## src/sv/laa_pkg.sv

```systemverilog
`default_nettype none

package laa_pkg;

    typedef enum logic [1:0] {
        MODE_NORMAL   = 2'd0,
        MODE_LEVEL1   = 2'd1,
        MODE_LEVEL2   = 2'd2,
        MODE_RECOVERY = 2'd3
    } mode_t;

    typedef enum logic [1:0] {
        ACT_REPORT   = 2'd0,
        ACT_OPER_RST = 2'd1,
        ACT_TICK     = 2'd2,
        ACT_UNUSED   = 2'd3
    } action_t;

    localparam logic [1:0] PATTERN_BLANK = 2'd0;
    localparam logic [1:0] PATTERN_ONE   = 2'd1;
    localparam logic [1:0] PATTERN_TWO   = 2'd2;

    localparam logic [1:0] LEVEL_ZERO = 2'd0;
    localparam logic [1:0] LEVEL_ONE  = 2'd1;
    localparam logic [1:0] LEVEL_TWO  = 2'd2;

    localparam int CFG_ADDR_W = 8;
    localparam int CFG_DATA_W = 8;

    localparam logic [CFG_ADDR_W-1:0] REG_IDLE_POLL  = 8'd0;
    localparam logic [CFG_ADDR_W-1:0] REG_BEEP_ON    = 8'd1;
    localparam logic [CFG_ADDR_W-1:0] REG_BEEP_OFF   = 8'd2;
    localparam logic [CFG_ADDR_W-1:0] REG_BLINK_HALF = 8'd3;

    localparam logic [7:0] RST_IDLE_POLL  = 8'd50;
    localparam logic [7:0] RST_BEEP_ON    = 8'd80;
    localparam logic [7:0] RST_BEEP_OFF   = 8'd120;
    localparam logic [7:0] RST_BLINK_HALF = 8'd100;

    typedef struct packed {
        logic [7:0] idle_poll_ticks;
        logic [7:0] beep_on_ticks;
        logic [7:0] beep_off_ticks;
        logic [7:0] blink_half_ticks;
    } laa_cfg_t;

    typedef struct packed {
        logic       buzzer_on;
        logic [1:0] pattern_select;
        logic       slowdown_pulse;
        logic       recover_pulse;
        logic [1:0] alarm_level;
        logic [1:0] current_mode;
    } laa_result_t;

endpackage

`default_nettype wire

```

## src/sv/laa_report_if.sv

```systemverilog
`default_nettype none

interface laa_report_if;
    logic       valid;
    logic       ready;
    logic [1:0] action;
    logic [7:0] reported_level;

    modport source (output valid, output action, output reported_level, input ready);
    modport sink   (input valid, input action, input reported_level, output ready);
endinterface

`default_nettype wire

```

## src/sv/laa_result_if.sv

```systemverilog
`default_nettype none

interface laa_result_if;
    logic       valid;
    logic       ready;
    logic       buzzer_on;
    logic [1:0] pattern_select;
    logic       slowdown_pulse;
    logic       recover_pulse;
    logic [1:0] alarm_level;
    logic [1:0] current_mode;

    modport source (
        output valid, output buzzer_on, output pattern_select, output slowdown_pulse,
        output recover_pulse, output alarm_level, output current_mode, input ready
    );
    modport sink (
        input valid, input buzzer_on, input pattern_select, input slowdown_pulse,
        input recover_pulse, input alarm_level, input current_mode, output ready
    );
endinterface

`default_nettype wire

```

## src/sv/latched_alarm_annunciator_core.sv

```systemverilog
// Channel   Modport  Payload
// report    sink     action, reported_level
// result    source   buzzer_on, pattern_select, slowdown_pulse, recover_pulse,
//                    alarm_level, current_mode
// cfg_*     write    cfg_we, cfg_addr (register index), cfg_wdata
//
// One item per cycle while the result is not stalled; each item passes the input
// register, then the state update and the result register.
// A stalled result holds; the input register still takes one more transfer.
// rst_n clears the valid flags and the engine state and loads the register defaults at once.
`default_nettype none

module latched_alarm_annunciator_core
    import laa_pkg::*;
(
    input  wire logic                  clk,
    input  wire logic                  rst_n,
    laa_report_if.sink                 report,
    laa_result_if.source               result,
    input  wire logic                  cfg_we,
    input  wire logic [CFG_ADDR_W-1:0] cfg_addr,
    input  wire logic [CFG_DATA_W-1:0] cfg_wdata
);

    laa_cfg_t    cfg;
    laa_result_t res_comb;
    laa_result_t res_reg;
    logic        in_valid_reg;
    logic [1:0]  in_action_reg;
    logic [7:0]  in_level_reg;
    logic        out_valid_reg;
    logic        advance;
    logic        fire;

    assign advance      = !out_valid_reg || result.ready;
    assign fire         = in_valid_reg && advance;
    assign report.ready = !in_valid_reg || advance;

    laa_cfg_regs u_cfg (
        .clk       (clk),
        .rst_n     (rst_n),
        .cfg_we    (cfg_we),
        .cfg_addr  (cfg_addr),
        .cfg_wdata (cfg_wdata),
        .cfg       (cfg)
    );

    laa_engine u_engine (
        .clk            (clk),
        .rst_n          (rst_n),
        .fire           (fire),
        .action         (in_action_reg),
        .reported_level (in_level_reg),
        .cfg            (cfg),
        .result         (res_comb)
    );

    always_ff @(posedge clk or negedge rst_n)
    begin
        if (!rst_n)
        begin
            in_valid_reg  <= 1'b0;
            out_valid_reg <= 1'b0;
        end
        else
        begin
            if (report.ready)
                in_valid_reg <= report.valid;
            if (advance)
                out_valid_reg <= in_valid_reg;
        end
    end

    always_ff @(posedge clk)
    begin
        if (report.valid && report.ready)
        begin
            in_action_reg <= report.action;
            in_level_reg  <= report.reported_level;
        end
        if (fire)
            res_reg <= res_comb;
    end

    assign result.valid          = out_valid_reg;
    assign result.buzzer_on      = res_reg.buzzer_on;
    assign result.pattern_select = res_reg.pattern_select;
    assign result.slowdown_pulse = res_reg.slowdown_pulse;
    assign result.recover_pulse  = res_reg.recover_pulse;
    assign result.alarm_level    = res_reg.alarm_level;
    assign result.current_mode   = res_reg.current_mode;

endmodule

`default_nettype wire

```

## src/sv/laa_cfg_regs.sv

```systemverilog
`default_nettype none

module laa_cfg_regs
    import laa_pkg::*;
(
    input  wire logic                  clk,
    input  wire logic                  rst_n,
    input  wire logic                  cfg_we,
    input  wire logic [CFG_ADDR_W-1:0] cfg_addr,
    input  wire logic [CFG_DATA_W-1:0] cfg_wdata,
    output laa_cfg_t                   cfg
);

    laa_cfg_t cfg_reg;
    laa_cfg_t cfg_next;

    always_comb
    begin
        cfg_next = cfg_reg;
        if (cfg_we)
        begin
            case (cfg_addr)
                REG_IDLE_POLL:  cfg_next.idle_poll_ticks  = cfg_wdata;
                REG_BEEP_ON:    cfg_next.beep_on_ticks    = cfg_wdata;
                REG_BEEP_OFF:   cfg_next.beep_off_ticks   = cfg_wdata;
                REG_BLINK_HALF: cfg_next.blink_half_ticks = cfg_wdata;
                default:        cfg_next = cfg_reg;
            endcase
        end
    end

    always_ff @(posedge clk or negedge rst_n)
    begin
        if (!rst_n)
        begin
            cfg_reg.idle_poll_ticks  <= RST_IDLE_POLL;
            cfg_reg.beep_on_ticks    <= RST_BEEP_ON;
            cfg_reg.beep_off_ticks   <= RST_BEEP_OFF;
            cfg_reg.blink_half_ticks <= RST_BLINK_HALF;
        end
        else
        begin
            cfg_reg <= cfg_next;
        end
    end

    assign cfg = cfg_reg;

endmodule

`default_nettype wire

```

## src/sv/laa_engine.sv

```systemverilog
`default_nettype none

module laa_engine
    import laa_pkg::*;
(
    input  wire logic       clk,
    input  wire logic       rst_n,
    input  wire logic       fire,
    input  wire logic [1:0] action,
    input  wire logic [7:0] reported_level,
    input  wire laa_cfg_t   cfg,
    output laa_result_t     result
);

    mode_t      mode_reg, mode_next;
    mode_t      seen_reg, seen_next;
    logic [1:0] level_reg, level_next;
    logic       blink_reg, blink_next;
    logic       beep_reg, beep_next;
    logic [7:0] wait_reg, wait_next;
    logic       buzzer_reg, buzzer_next;
    logic [1:0] pattern_reg, pattern_next;
    logic       slow;
    logic       recov;
    logic [1:0] lv;
    logic [7:0] wait_dec;

    assign lv       = (reported_level > 8'd2) ? LEVEL_TWO : reported_level[1:0];
    assign wait_dec = (wait_reg != 8'd0) ? (wait_reg - 8'd1) : 8'd0;

    always_comb
    begin
        mode_next    = mode_reg;
        seen_next    = seen_reg;
        level_next   = level_reg;
        blink_next   = blink_reg;
        beep_next    = beep_reg;
        wait_next    = wait_reg;
        buzzer_next  = buzzer_reg;
        pattern_next = pattern_reg;
        slow         = 1'b0;
        recov        = 1'b0;
        case (action_t'(action))
            ACT_REPORT:
            begin
                if (lv == LEVEL_ZERO)
                begin
                    if (mode_reg == MODE_NORMAL)
                        level_next = LEVEL_ZERO;
                end
                else if (lv == LEVEL_ONE)
                begin
                    if (mode_reg == MODE_NORMAL || mode_reg == MODE_RECOVERY)
                    begin
                        level_next = LEVEL_ONE;
                        mode_next  = MODE_LEVEL1;
                    end
                end
                else
                begin
                    level_next = LEVEL_TWO;
                    mode_next  = MODE_LEVEL2;
                end
            end
            ACT_OPER_RST:
            begin
                level_next = LEVEL_ZERO;
                mode_next  = MODE_RECOVERY;
            end
            ACT_TICK:
            begin
                wait_next = wait_dec;
                if (wait_dec == 8'd0)
                begin
                    if (beep_reg)
                    begin
                        // finish the running beep before anything else
                        buzzer_next = 1'b0;
                        beep_next   = 1'b0;
                        wait_next   = cfg.beep_off_ticks;
                    end
                    else
                    begin
                        if (mode_reg != seen_reg)
                        begin
                            slow      = (mode_reg == MODE_LEVEL2);
                            recov     = (mode_reg == MODE_RECOVERY);
                            seen_next = mode_reg;
                        end
                        case (mode_reg)
                            MODE_NORMAL:
                            begin
                                buzzer_next  = 1'b0;
                                pattern_next = PATTERN_BLANK;
                                blink_next   = 1'b0;
                                wait_next    = cfg.idle_poll_ticks;
                            end
                            MODE_LEVEL1:
                            begin
                                pattern_next = PATTERN_BLANK;
                                buzzer_next  = 1'b1;
                                beep_next    = 1'b1;
                                wait_next    = cfg.beep_on_ticks;
                            end
                            MODE_LEVEL2:
                            begin
                                if (!blink_reg)
                                begin
                                    pattern_next = (level_reg >= LEVEL_TWO) ? PATTERN_TWO
                                                                            : PATTERN_ONE;
                                    buzzer_next  = 1'b1;
                                    blink_next   = 1'b1;
                                end
                                else
                                begin
                                    pattern_next = PATTERN_BLANK;
                                    buzzer_next  = 1'b0;
                                    blink_next   = 1'b0;
                                end
                                wait_next = cfg.blink_half_ticks;
                            end
                            default:
                            begin
                                buzzer_next  = 1'b0;
                                pattern_next = PATTERN_BLANK;
                                blink_next   = 1'b0;
                                mode_next    = MODE_NORMAL;
                                level_next   = LEVEL_ZERO;
                                wait_next    = cfg.idle_poll_ticks;
                            end
                        endcase
                    end
                end
            end
            default:
            begin
                mode_next = mode_reg;
            end
        endcase
    end

    always_ff @(posedge clk or negedge rst_n)
    begin
        if (!rst_n)
        begin
            mode_reg    <= MODE_NORMAL;
            seen_reg    <= MODE_NORMAL;
            level_reg   <= LEVEL_ZERO;
            blink_reg   <= 1'b0;
            beep_reg    <= 1'b0;
            wait_reg    <= 8'd0;
            buzzer_reg  <= 1'b0;
            pattern_reg <= PATTERN_BLANK;
        end
        else if (fire)
        begin
            mode_reg    <= mode_next;
            seen_reg    <= seen_next;
            level_reg   <= level_next;
            blink_reg   <= blink_next;
            beep_reg    <= beep_next;
            wait_reg    <= wait_next;
            buzzer_reg  <= buzzer_next;
            pattern_reg <= pattern_next;
        end
    end

    always_comb
    begin
        result.buzzer_on      = buzzer_next;
        result.pattern_select = pattern_next;
        result.slowdown_pulse = slow;
        result.recover_pulse  = recov;
        result.alarm_level    = level_next;
        result.current_mode   = mode_next;
    end

endmodule

`default_nettype wire
```

## src/flat_wrapper.sv

```systemverilog
// flat-port wrapper written by rule: the top's interface ports become plain ports
module latched_alarm_annunciator_core_flat import laa_pkg::*;
  (clk, rst_n, cfg_we, cfg_addr, cfg_wdata, report_valid, report_action, report_reported_level, report_ready, result_valid, result_buzzer_on, result_pattern_select, result_slowdown_pulse, result_recover_pulse, result_alarm_level, result_current_mode, result_ready);
  laa_report_if report_i ();
  laa_result_if result_i ();
  input  wire logic clk;
  input  wire logic rst_n;
  input  wire logic cfg_we;
  input  wire logic [CFG_ADDR_W-1:0] cfg_addr;
  input  wire logic [CFG_DATA_W-1:0] cfg_wdata;
  input wire logic [$bits(report_i.valid)-1:0] report_valid;
  input wire logic [$bits(report_i.action)-1:0] report_action;
  input wire logic [$bits(report_i.reported_level)-1:0] report_reported_level;
  output wire logic [$bits(report_i.ready)-1:0] report_ready;
  output wire logic [$bits(result_i.valid)-1:0] result_valid;
  output wire logic [$bits(result_i.buzzer_on)-1:0] result_buzzer_on;
  output wire logic [$bits(result_i.pattern_select)-1:0] result_pattern_select;
  output wire logic [$bits(result_i.slowdown_pulse)-1:0] result_slowdown_pulse;
  output wire logic [$bits(result_i.recover_pulse)-1:0] result_recover_pulse;
  output wire logic [$bits(result_i.alarm_level)-1:0] result_alarm_level;
  output wire logic [$bits(result_i.current_mode)-1:0] result_current_mode;
  input wire logic [$bits(result_i.ready)-1:0] result_ready;
  assign report_i.valid = report_valid;
  assign report_i.action = report_action;
  assign report_i.reported_level = report_reported_level;
  assign report_ready = report_i.ready;
  assign result_valid = result_i.valid;
  assign result_buzzer_on = result_i.buzzer_on;
  assign result_pattern_select = result_i.pattern_select;
  assign result_slowdown_pulse = result_i.slowdown_pulse;
  assign result_recover_pulse = result_i.recover_pulse;
  assign result_alarm_level = result_i.alarm_level;
  assign result_current_mode = result_i.current_mode;
  assign result_i.ready = result_ready;
  latched_alarm_annunciator_core u_core (.clk(clk), .rst_n(rst_n), .report(report_i), .result(result_i), .cfg_we(cfg_we), .cfg_addr(cfg_addr), .cfg_wdata(cfg_wdata));
endmodule
```

## config.mk

```make
export PLATFORM = sky130hd
export DESIGN_NAME = latched_alarm_annunciator_core_flat
export DESIGN_NICKNAME = d
export VERILOG_FILES = /design/src/sv/laa_pkg.sv /design/src/sv/laa_report_if.sv /design/src/sv/laa_result_if.sv /design/src/sv/latched_alarm_annunciator_core.sv /design/src/sv/laa_cfg_regs.sv /design/src/sv/laa_engine.sv /design/src/flat_wrapper.sv
export SDC_FILE = /design/constraint.sdc
export NUM_CORES = 1
export LEC_CHECK = 0
export ABC_AREA = 1
export ABC_CLOCK_PERIOD_IN_PS = 3000
export BUFFER_PORTS_ARGS = -buffer_cell sky130_fd_sc_hd__buf_4
export CAP_MARGIN = 20
export CELL_PAD_IN_SITES_DETAIL_PLACEMENT = 1
export CELL_PAD_IN_SITES_GLOBAL_PLACEMENT = 1
export CORE_AREA = 2 2 101 94
export DETAILED_ROUTE_END_ITERATION = 10
export DIE_AREA = 0 0 103 96
export PLACE_DENSITY = 0.72
export REMOVE_ABC_BUFFERS = 1
export SLEW_MARGIN = 15
export SYNTH_ARGS = -nofsm -noshare
export SYNTH_HDL_FRONTEND = slang
export SYNTH_SLANG_ARGS = --single-unit
export TNS_END_PERCENT = 50
```

## constraint.sdc

```tcl
create_clock -name clk -period 3 [get_ports clk]
set_input_delay 0.6 -clock clk [delete_from_list [all_inputs] [get_ports clk]]
set_output_delay 0.6 -clock clk [all_outputs]
set_load 0.01 [all_outputs]
```

==> run summary <==
Synthesized area - 0.00371 mm²
Placed Cells incl. Taps - 585
CTS Hold Bufs - 0
Pwr Total - 2970 µW
Crit path DAT - 2.51 ns
Asr flop ratio synth - 0.736
First-pass DRT Iterations - 4
Post-synthesis cell count - 429
GRT overflow - 0
Area leader, netlist - dfrtp_1
Area Growth Syn to Fin - 17.8%
Setup-failing EPs final - 0
Share of cells above drive strength 1 - 0.223
Clk sinks - 72
Initial antenna violation count - 0
Gr usage total - 0.210
Max-cap viol count - 0
Avg Vias per Cell - 5.00
Critical Path RT - 3.11 ns
Layout Cells excl Fill - 601
Worst hold path type - primary input to asynchronous set/reset pin
Unique masters post-synth - 39
Fill count - 1,093
Min Hold Slack - 0.298 ns
CP Capture Type - flip-flop
Dpl hpwl - 6580 µm
Largest register FFs - 32
Reg2Reg Setup Slack - 0.60 ns
Placed cell areas - 0.00414 mm²
Yosys reg bits - 72
Final setup skew - 0.0102 ns
Post-CTS Setup Repair Bufs - 0
Outcome - finished, final reports clean
Setup TNS - 0 ns
RSZ-0062 raised after global routing - no
Vias in the first global route - 3,188
GP Congestion - 0.805
F_max - 0.416 GHz
Worst path max stage delay - 0.40 ns
Most used DFF post-synth - dfrtp_1
Std cell rows - 33
Clock root cell - clkbuf_8
H-Tree Level Count - 3
Warnings from Yosys - 0
Post-layout instance area - 0.00437 mm²
DRC viols - 0
Final Hold Vio Count - 0
Worst Max-Slew Pin Slew - 0.701 ns
CTS buffer count - 9
CP Cell Sequence - inv_1 -> ha_1 -> nand2_2 -> nor2_4 -> inv_4 -> nand3_2 -> nand3_2 -> nor2_4 -> nand3_1 -> nand2_1 -> o21ai_0
Area of the core - 0.00884 mm²
Worst-path clk slew - 0.08 ns
Drt wl/cell - 15.2 µm
I/O pin count - 42
Final Max Tran Viols - 0
Critical path startpoint category - flip-flop
Top cell type's share of synthesized area - 0.277
R2R Path End - u_core.result.pattern_select[1]
Final period util - 0.801
Worst Path Max Fanout - 12
Die height - 96 µm
Port bufs - 41
Post-CTS Resized - 0
Fin crit period - 2.40 ns
RR Startpoint - u_core.u_engine.wait_reg[0]
Leak pwr - 0.00196 µW
Post-Route WL - 9120 µm
Worst-skew pair later-pin latency - 0.36 ns
Die Outline Area - 0.00989 mm²
Slew HR - 0.533
Avg Cell Area, Syn - 8.64 µm²
Slowest stage cell on the critical path - dfrtp_1
Seq/Total Area, Yosys - 0.516
Drt initial violations - 118
First-pass GRT wire length - 15,700 µm
Routed via count - 3,002
CTS tree - yes
ANT nets after route - 0
Bufs on Longest Clock Path - 2
Post-synth EDFFs - 19
Crit path kind - flip-flop to flip-flop
N_diodes - 0
Die span in x - 103 µm
Worst R2R Path Depth - 11
Max IR drop VDD - 0.273 mV
Ranking of synthesized cells by area - dfrtp_1 28%, edfxtp_1 15%, nand2_1 12%
Power Density - 679 mW/mm²
NumNets Final - 512
Largest net degree at the start of global routing - 54
Initial Util - 0.420
worst max-delay path by stage:
stage                           startpoint                              end  slack, ns  cells after the start
2_1_floorplan  u_core.u_engine.wait_reg[0]  u_core.result.pattern_select[0]       1.00                     11
3_3_place_gp   u_core.u_engine.wait_reg[0]  u_core.result.pattern_select[0]       0.67                     11
3_5_place_dp   u_core.u_engine.wait_reg[0]  u_core.result.pattern_select[1]       0.59                     11
4_1_cts        u_core.u_engine.wait_reg[0]  u_core.result.pattern_select[1]       0.59                     11
5_1_grt        u_core.u_engine.wait_reg[0]  u_core.result.pattern_select[1]       0.34                     11
6_report       u_core.u_engine.wait_reg[0]  u_core.result.pattern_select[1]       0.60                     11
final cells by class:
class / count / area (µm²) / share of cell area
clock inverters: 3 / 46.3 / 0.0106
inverters: 46 / 175 / 0.0401
repair buffers: 45 / 338 / 0.0774
well taps: 122 / 153 / 0.0350
clock buffers: 13 / 180 / 0.0413
flip-flops and latches: 72 / 1910 / 0.438
multi-input cells: 300 / 1560 / 0.358
synthesized netlist by cell type (2+ instances only):
master    number
dfstp_2       12
nor2_2         2
a21oi_1        5
o21ai_1       20
nand3_1       24
nand2_1      121
ha_1           7
dfrtp_1       41
a31oi_1        6
clkbuf_1       5
clkinv_1       2
o22ai_1        3
nand2_2        6
o21ai_0       32
nor2_1        32
a22o_1         5
o21ai_2        3
nand3_2        6
o21bai_1       3
inv_1         43
nor2_4         6
or2_2          6
edfxtp_1      19
buf_2          4
xnor2_1        2
placed cells by master, fill, tap and decap left out, types with 2 or more instances in the layout:
cell type  count
a22o_1         5
clkbuf_8      11
o21ai_1       20
o21bai_1       3
nor2_4         6
nand3_1       24
clkinv_1       2
o21ai_0       32
dfstp_2       12
nand3_2        6
or2_2          6
nand2_2        6
o22ai_1        3
o21ai_2        3
a31oi_1        6
buf_4         45
nor2_2         2
a21oi_1        5
ha_1           7
dfrtp_1       41
nor2_1        32
inv_1         43
edfxtp_1      19
nand2_1      121
xnor2_1        2
critical path, delay by kind of cell (launching register included):
family	cells	cell delay, ns
compound gates	1	0.08
fa+ha+maj	1	0.27
buf+inv	2	0.23
flops	1	0.40
simple gates	7	1.16
power by group:
part	switching [µW]	internal [µW]	total (µW)	leakage, µW
registers	113	1140	1250	0.000842
logic	548	303	851	0.00100
clock network	380	484	864	0.000111
total	1040	1930	2970	0.00196
routing by layer:
metal / GRT usage / wire (µm) / vias to the layer above
met5: 0 / 0 / -
met3: 0.0436 / 259 / 9
met1: 0.293 / 4600 / 1450
met4: 0.0625 / 132 / 0
li1: - / - / 1497
met2: 0.330 / 4130 / 46
kinds of logic (layout without fill, tap and decap cells):
group / after synthesis / after routing / share of synthesized area
AOI/OAI and AO/OA: 82 / 82 / 0.129
xor gates and xnor gates: 3 / 3 / 0.00709
adders and majority gates: 7 / 7 / 0.0236
buffers and inverters: 57 / 107 / 0.0628
DFF: 72 / 72 / 0.516
and+or+nand+nor: 208 / 208 / 0.262
stage by stage:
step                setup WS (ns)  utilization
floorplan                    1.00            -
global placement            0.674        0.469
detailed placement          0.594        0.469
CTS                         0.587        0.494
global route                0.336        0.494
finish                      0.596        0.494
Power figures use the tool's default switching activity.
